[config.mk]
export PLATFORM = sky130hd
export DESIGN_NAME = srecord_loader_parser
export DESIGN_NICKNAME = d
export VERILOG_FILES = /design/src/rtl/slp_pkg.sv /design/src/rtl/slp_front.sv /design/src/rtl/slp_queue.sv /design/src/rtl/slp_back.sv /design/src/rtl/srecord_loader_parser.sv
export SDC_FILE = /design/constraint.sdc
export NUM_CORES = 1
export LEC_CHECK = 0
export BUFFER_PORTS_ARGS = -buffer_cell sky130_fd_sc_hd__buf_2
export CAP_MARGIN = 20
export CORE_UTILIZATION = 24
export DETAILED_ROUTE_END_ITERATION = 8
export SLEW_MARGIN = 30
export SYNTH_ARGS = -nofsm -noshare
export SYNTH_HDL_FRONTEND = slang
export SYNTH_HIERARCHICAL = 1
export SYNTH_SLANG_ARGS = --single-unit
[constraint.sdc]
create_clock -name clk -period 8.3 [get_ports clk]
set_input_delay 1.66 -clock clk [delete_from_list [all_inputs] [get_ports clk]]
set_output_delay 1.66 -clock clk [all_outputs]
set_load 0.05 [all_outputs]
[src/rtl/slp_pkg.sv]
package slp_pkg;

  localparam int unsigned POS_W       = 7;
  localparam int unsigned MAX_LINE    = 80;
  localparam int unsigned QUEUE_DEPTH = 2;

  localparam logic [POS_W-1:0] ADDR_FIRST    = POS_W'(4);
  localparam logic [POS_W-1:0] ADDR_LAST     = POS_W'(11);
  localparam logic [POS_W-1:0] PAYLOAD_FIRST = POS_W'(12);

  localparam logic [7:0] CHAR_S     = 8'h53;
  localparam logic [3:0] REC_DATA32 = 4'd3;
  localparam logic [3:0] REC_START  = 4'd7;

  typedef enum logic [1:0] {
    KIND_BYTE  = 2'd0,
    KIND_WORD  = 2'd1,
    KIND_START = 2'd2
  } kind_t;

  typedef struct packed {
    logic [7:0] character;
    logic       line_end;
  } chr_t;

  typedef struct packed {
    kind_t       kind;
    logic [31:0] address;
    logic [15:0] data;
  } rec_t;

  // front to back: address = base + offset, added in the back end
  typedef struct packed {
    kind_t            kind;
    logic [31:0]      base;
    logic [POS_W-1:0] offset;
    logic [15:0]      data;
  } cmd_t;

  function automatic logic [3:0] hex_value(input logic [7:0] c);
    logic [3:0] v;
    v = 4'd0;
    if (c >= 8'd48 && c <= 8'd57) begin
      v = 4'(c - 8'd48);
    end else if (c >= 8'd65 && c <= 8'd70) begin
      v = 4'(c - 8'd55);
    end
    return v;
  endfunction

endpackage

[src/rtl/slp_front.sv]
module slp_front #(
  parameter int unsigned MAX_LINE_CHARS = slp_pkg::MAX_LINE
) (
  input  logic          clk,
  input  logic          rst,
  input  logic          accept,
  input  slp_pkg::chr_t chr,
  input  logic [31:0]   code_base,
  output logic          cmd_valid,
  output slp_pkg::cmd_t cmd
);

  localparam int unsigned PW = slp_pkg::POS_W;
  localparam logic [PW-1:0] POS_LIMIT = PW'(MAX_LINE_CHARS);

  logic [PW-1:0] char_position, char_position_next;
  logic          line_good, line_good_next;
  logic [3:0]    record_type, record_type_next;
  logic [31:0]   load_address, load_address_next;
  logic          to_code, to_code_next;
  logic [3:0]    half_byte, half_byte_next;
  logic [PW-1:0] byte_index, byte_index_next;
  logic [15:0]   held_bytes, held_bytes_next;

  logic [3:0]    nib;
  logic [PW-1:0] k;
  logic [31:0]   code_off;

  assign nib      = slp_pkg::hex_value(chr.character);
  assign k        = byte_index - PW'(1);
  assign code_off = load_address - code_base;

  always_comb begin
    char_position_next = char_position;
    line_good_next     = line_good;
    record_type_next   = record_type;
    load_address_next  = load_address;
    to_code_next       = to_code;
    half_byte_next     = half_byte;
    byte_index_next    = byte_index;
    held_bytes_next    = held_bytes;
    cmd_valid          = 1'b0;
    cmd.kind           = slp_pkg::KIND_BYTE;
    cmd.base           = load_address;
    cmd.offset         = k;
    cmd.data           = {8'd0, held_bytes[7:0]};

    if (char_position < POS_LIMIT) begin
      char_position_next = char_position + PW'(1);
      if (char_position == '0) begin
        line_good_next = (chr.character == slp_pkg::CHAR_S);
      end else if (line_good) begin
        if (char_position == PW'(1)) begin
          record_type_next = nib;
        end else if (char_position >= slp_pkg::ADDR_FIRST &&
                     char_position <= slp_pkg::ADDR_LAST) begin
          load_address_next = {load_address[27:0], nib};
          if (char_position == slp_pkg::ADDR_LAST) begin
            to_code_next = (load_address_next >= code_base);
          end
        end else if (char_position >= slp_pkg::PAYLOAD_FIRST &&
                     record_type == slp_pkg::REC_DATA32) begin
          if (!char_position[0]) begin
            half_byte_next = nib;
          end else begin
            if (byte_index != '0) begin
              if (!to_code) begin
                cmd_valid = 1'b1;
              end else if (!k[0]) begin
                held_bytes_next[15:8] = held_bytes[7:0];
              end else begin
                cmd_valid  = 1'b1;
                cmd.kind   = slp_pkg::KIND_WORD;
                cmd.base   = {1'b0, code_off[31:1]};
                cmd.offset = k >> 1;
                cmd.data   = {held_bytes[7:0], held_bytes[15:8]};
              end
            end
            held_bytes_next[7:0] = {half_byte, nib};
            byte_index_next      = byte_index + PW'(1);
          end
        end
      end
    end

    if (chr.line_end) begin
      if (line_good_next && record_type_next == slp_pkg::REC_START) begin
        cmd_valid  = 1'b1;
        cmd.kind   = slp_pkg::KIND_START;
        cmd.base   = '0;
        cmd.offset = '0;
        cmd.data   = '0;
      end
      char_position_next = '0;
      line_good_next     = 1'b0;
      record_type_next   = '0;
      load_address_next  = '0;
      to_code_next       = 1'b0;
      half_byte_next     = '0;
      byte_index_next    = '0;
      held_bytes_next    = '0;
    end
  end

  always_ff @(posedge clk) begin
    if (rst) begin
      char_position <= '0;
      line_good     <= 1'b0;
      record_type   <= '0;
      load_address  <= '0;
      to_code       <= 1'b0;
      half_byte     <= '0;
      byte_index    <= '0;
      held_bytes    <= '0;
    end else if (accept) begin
      char_position <= char_position_next;
      line_good     <= line_good_next;
      record_type   <= record_type_next;
      load_address  <= load_address_next;
      to_code       <= to_code_next;
      half_byte     <= half_byte_next;
      byte_index    <= byte_index_next;
      held_bytes    <= held_bytes_next;
    end
  end

endmodule

[src/rtl/slp_queue.sv]
module slp_queue (
  input  logic          clk,
  input  logic          rst,
  input  logic          wr_en,
  input  slp_pkg::cmd_t wr_cmd,
  input  logic          rd_en,
  output logic          rd_valid,
  output slp_pkg::cmd_t rd_cmd,
  output logic          q_full
);

  localparam int unsigned DEPTH = slp_pkg::QUEUE_DEPTH;
  localparam int unsigned PTR_W = $clog2(DEPTH);
  localparam int unsigned CNT_W = $clog2(DEPTH + 1);

  slp_pkg::cmd_t      slots [DEPTH];
  logic [PTR_W-1:0]   wr_ptr, rd_ptr;
  logic [CNT_W-1:0]   count;

  assign rd_valid = (count != '0);
  assign q_full   = (count == CNT_W'(DEPTH));
  assign rd_cmd   = slots[rd_ptr];

  always_ff @(posedge clk) begin
    if (wr_en) begin
      slots[wr_ptr] <= wr_cmd;
    end
  end

  always_ff @(posedge clk) begin
    if (rst) begin
      wr_ptr <= '0;
      rd_ptr <= '0;
      count  <= '0;
    end else begin
      if (wr_en) begin
        wr_ptr <= (wr_ptr == PTR_W'(DEPTH - 1)) ? '0 : wr_ptr + PTR_W'(1);
      end
      if (rd_en) begin
        rd_ptr <= (rd_ptr == PTR_W'(DEPTH - 1)) ? '0 : rd_ptr + PTR_W'(1);
      end
      if (wr_en && !rd_en) begin
        count <= count + CNT_W'(1);
      end else if (rd_en && !wr_en) begin
        count <= count - CNT_W'(1);
      end
    end
  end

endmodule

[src/rtl/slp_back.sv]
module slp_back (
  input  logic          clk,
  input  logic          rst,
  input  logic          cmd_valid,
  input  slp_pkg::cmd_t cmd,
  output logic          cmd_take,
  output logic          empty,
  input  logic          pop,
  output slp_pkg::rec_t rec
);

  logic          out_valid;
  slp_pkg::rec_t out_rec;

  assign cmd_take = cmd_valid && (!out_valid || pop);
  assign empty    = !out_valid;
  assign rec      = out_rec;

  always_ff @(posedge clk) begin
    if (cmd_take) begin
      out_rec.kind    <= cmd.kind;
      out_rec.address <= cmd.base + 32'(cmd.offset);
      out_rec.data    <= cmd.data;
    end
  end

  always_ff @(posedge clk) begin
    if (rst) begin
      out_valid <= 1'b0;
    end else if (cmd_take) begin
      out_valid <= 1'b1;
    end else if (pop) begin
      out_valid <= 1'b0;
    end
  end

endmodule

[src/rtl/srecord_loader_parser.sv]
// channel  | handshake          | beat
// ---------+--------------------+-------------------------------------
// chr      | push / full        | character, line_end
// rec      | pop / empty        | kind, address, data
// cfg      | cfg_valid/cfg_ready| code_base (32 bits)
//
// One character per cycle while full is low; a result is registered twice on its
// way to rec: front parse into the queue, then offset add in the output register.
// full follows the two-entry command queue between front and back only.
// Synchronous reset clears line state and code_base; cfg_ready is always high.
module srecord_loader_parser #(
  parameter int unsigned MAX_LINE_CHARS = slp_pkg::MAX_LINE
) (
  input  logic          clk,
  input  logic          rst,
  input  logic          push,
  output logic          full,
  input  slp_pkg::chr_t chr,
  output logic          empty,
  input  logic          pop,
  output slp_pkg::rec_t rec,
  input  logic          cfg_valid,
  output logic          cfg_ready,
  input  logic [31:0]   cfg_data
);

  logic          accept;
  logic [31:0]   code_base;
  logic          front_valid;
  slp_pkg::cmd_t front_cmd;
  logic          q_valid;
  slp_pkg::cmd_t q_cmd;
  logic          q_take;
  logic          q_full;

  assign cfg_ready = 1'b1;
  assign full      = q_full;
  assign accept    = push && !q_full;

  always_ff @(posedge clk) begin
    if (rst) begin
      code_base <= '0;
    end else if (cfg_valid && cfg_ready) begin
      code_base <= cfg_data;
    end
  end

  slp_front #(
    .MAX_LINE_CHARS(MAX_LINE_CHARS)
  ) u_front (
    .clk       (clk),
    .rst       (rst),
    .accept    (accept),
    .chr       (chr),
    .code_base (code_base),
    .cmd_valid (front_valid),
    .cmd       (front_cmd)
  );

  slp_queue u_queue (
    .clk      (clk),
    .rst      (rst),
    .wr_en    (accept && front_valid),
    .wr_cmd   (front_cmd),
    .rd_en    (q_take),
    .rd_valid (q_valid),
    .rd_cmd   (q_cmd),
    .q_full   (q_full)
  );

  slp_back u_back (
    .clk       (clk),
    .rst       (rst),
    .cmd_valid (q_valid),
    .cmd       (q_cmd),
    .cmd_take  (q_take),
    .empty     (empty),
    .pop       (pop),
    .rec       (rec)
  );

endmodule

==> impl_metrics.json <==
{
  "wire_per_inst_um": 16.0,
  "ys_seq_elements": 274,
  "finalSetupTns_ns": 0,
  "timing.clock.skew_ns": 0.0130,
  "timing.final.crit_share_pct": 62.1,
  "post_synth_instance_area_um2": 14200,
  "clock_tree.root_cell": "clkbuf_16",
  "antenna_cells": 0,
  "setup_viol": 0,
  "postLayoutSetupSlackWorst_ns": 3.15,
  "cts-hold-fix-buffers": 0,
  "run_status": "completed",
  "yosysWarningCount": 6,
  "core_region_area_um2": 58100,
  "synthesis.nets": 1485,
  "worst_setup_path_end_kind": "flip-flop",
  "worstSetupPathType": "input pin to flip-flop",
  "max-slew-margin-rel_pct": 39.9,
  "rsz0062_at_grt": "false",
  "clock_latency_ns": 0.57,
  "ant_nets": 0,
  "cts_tree": "built",
  "globalplace.congestion": 0.888,
  "critical_path_peak_fanout": 39,
  "port-buffer-count": 97,
  "clock_sinks": 274,
  "number_of_enable_type_register_cells_in_the_synthesized_netlist": 164,
  "synthesis.area_per_instance_um2": 10.5,
  "io-pin-count": 99,
  "first_iter_violations": 732,
  "pre_cts_setup_slack_ns": 2.56,
  "irDropWorstVdd_v": 0.000126,
  "netlist_cell_types": 77,
  "post-route-min-period_ns": 5.15,
  "die_outline_height_um": 246,
  "total_leakage_power_nw": 6.14,
  "drc_errors": 0,
  "firstDrtPassIters": 6,
  "final_layout_size_suffix_gt1_share_pct": 16.9,
  "synth_sequential_area_ratio_pct": 50.0,
  "floorplan.initialDensity_pct": 24.5,
  "totalWireLength_um": 35700,
  "die-area_um2": 60300,
  "wire_length_of_the_first_global_routing_pass_um": 56600,
  "die_w_um": 246,
  "grtUsageTotal_pct": 11.7,
  "hpwl_um": 25600,
  "cp_data_required_time_ns": 8.52,
  "fin_util_pct": 28.3,
  "total_nets_final": 1563,
  "worst_setup_path_start_kind": "input pin",
  "via_per_inst": 4.63,
  "numCtsBuffers": 30,
  "clock_tree.buffer_depth": 3,
  "ys_async_sr_fraction_pct": 0,
  "first_global_vias": 10100,
  "grt_antenna_before_repair": 0,
  "htreeDepth": 1,
  "yosysTopAreaCell": "edfxtp_1",
  "detailroute.via_count": 10300,
  "timing.fmax_mhz": 194,
  "rows": 88,
  "synth_top_flop_cell": "edfxtp_1",
  "grt_start_max_net_pins": 92,
  "p_per_area_nw_per_um2": 178,
  "worst_setup_hold_path_clk_slew_ns": 0.06,
  "number_of_max_slew_violations_in_the_final_report": 0,
  "area_growth_syn_to_layout_pct": 15.6,
  "postCtsSetupBuffers": 0,
  "synth_cells": 1358,
  "cts_resized": 0,
  "overflow": 0,
  "worst_path_arrival_time_ns": 5.37,
  "hold_violations": 0,
  "max_cap_viol_count": 0,
  "tightest_hold_check_type": "flip-flop to flip-flop",
  "tightestPinTransition_ns": 0.898,
  "yosys-top-cells-area": "edfxtp_1, dfxtp_1, ha_1",
  "synth_top_cell_area_share_pct": 34.6
}
worst paths after layout:
path	cells after the start	end	slack, ns	startpoint
max reg2reg	13	u_queue/slots[1][3]$_DFFE_PP_	3.97	u_front/char_position[0]$_SDFFE_PP0P_
max	12	u_queue/slots[1][3]$_DFFE_PP_	3.15	chr[4]
min reg2reg	2	u_front/held_bytes[6]$_SDFFE_PP0P_	0.47	u_front/half_byte[2]$_SDFFE_PP0P_
min	2	u_front/held_bytes[6]$_SDFFE_PP0P_	0.47	u_front/half_byte[2]$_SDFFE_PP0P_
critical path: stages:
cell and delay [ns]:
buf_2 0.12, or4b_4 0.56, nor4_4 0.28, mux2i_2 0.17
a21oi_1 0.19, nand3_1 0.15, nor3_2 0.24, buf_4 0.43
a21o_1 0.12, and2_1 0.21, and2_2 0.73, buf_4 0.48
through the flow:
stage,instance area [um^2],cells,power [mW],hold slack [ns]
CTS,16500,2225,2.98,0.470
finish,16500,2225,2.93,0.469
floorplan,14200,1358,1.59,0.444
detailed placement,15500,2169,1.64,0.461
global route,16500,2225,3.04,0.488
global placement,15500,2169,1.64,0.460
flip-flops by register name, indices dropped and copies added, names as in the netlist, named ones only:
name                   flops
u_front/load_address      32
u_front/byte_index         7
u_queue/wr_ptr             1
u_front/record_type        4
u_queue/rd_ptr             1
u_queue/slots            114
u_front/half_byte          4
code_base                 32
u_queue/count              2
u_back/rec                50
u_front/held_bytes        16
u_back/out_valid           1
u_front/char_position      7
u_front/to_code            1
u_front/line_good          1
metal layers:
metal	part of all wire [%]	up-vias	global-route usage [%]
li1	-	5057	-
met1	50	4944	16.7
met2	44	243	18.4
met3	4.4	47	1.64
met4	2.0	0	3.27
met5	0	-	0
final cells by class:
cell class	instances	area, um^2
sequential	274	7130
fill	6095	41700
clock inverter	19	173
multi-input combinational	962	6580
inverter	58	218
tap	765	957
timing repair buffer	110	589
clock buffer	37	818
cell families after synthesis:
kind of cell | synth area share [%]
and+or+nand+nor | 15.0
AOI/OAI and AO/OA | 11.6
DFF | 50.0
buffers and inverters | 4.01
muxes | 7.64
adders and majority gates | 7.22
xor gates and xnor gates | 4.43
other | 0.0263
synth_stat cells, types with 9 or more instances:
cell type,count
mux2i_1,41
a211oi_1,14
clkbuf_1,34
nand4_1,23
ha_1,79
nand3_1,61
and2_1,18
inv_1,57
o21ai_1,14
nor2_1,106
xor2_1,26
a21oi_1,121
xnor2_1,46
nor3_1,15
nor2b_1,12
nand2_1,141
a21o_1,18
dfxtp_1,110
edfxtp_1,164
mux2_2,58
o21ai_0,48
o211ai_1,9
buf_2,15
power breakdown:
group          switching [mW]  total (mW)  internal [mW]
Combinational           0.105       0.168         0.0631
Clock                   0.554        1.32          0.766
Sequential            0.00664        1.44           1.44
placed cells by master (no fill, tap or decap), types with 8 or more instances in the layout:
| master | n |
|---|---|
| ha_1 | 79 |
| nor3_1 | 14 |
| and2_1 | 17 |
| a211oi_1 | 14 |
| clkbuf_16 | 31 |
| nand4_1 | 23 |
| and3_1 | 8 |
| edfxtp_1 | 164 |
| dfxtp_1 | 109 |
| inv_1 | 57 |
| o21ai_1 | 13 |
| buf_4 | 13 |
| buf_2 | 96 |
| a21o_1 | 18 |
| mux2_2 | 58 |
| nand2_1 | 141 |
| nor2b_1 | 11 |
| nand3_1 | 60 |
| nor2_1 | 105 |
| mux2i_1 | 41 |
| xnor2_1 | 46 |
| a21oi_1 | 121 |
| xor2_1 | 26 |
| o211ai_1 | 9 |
| o21ai_0 | 48 |
Power figures use the tool's default switching activity.
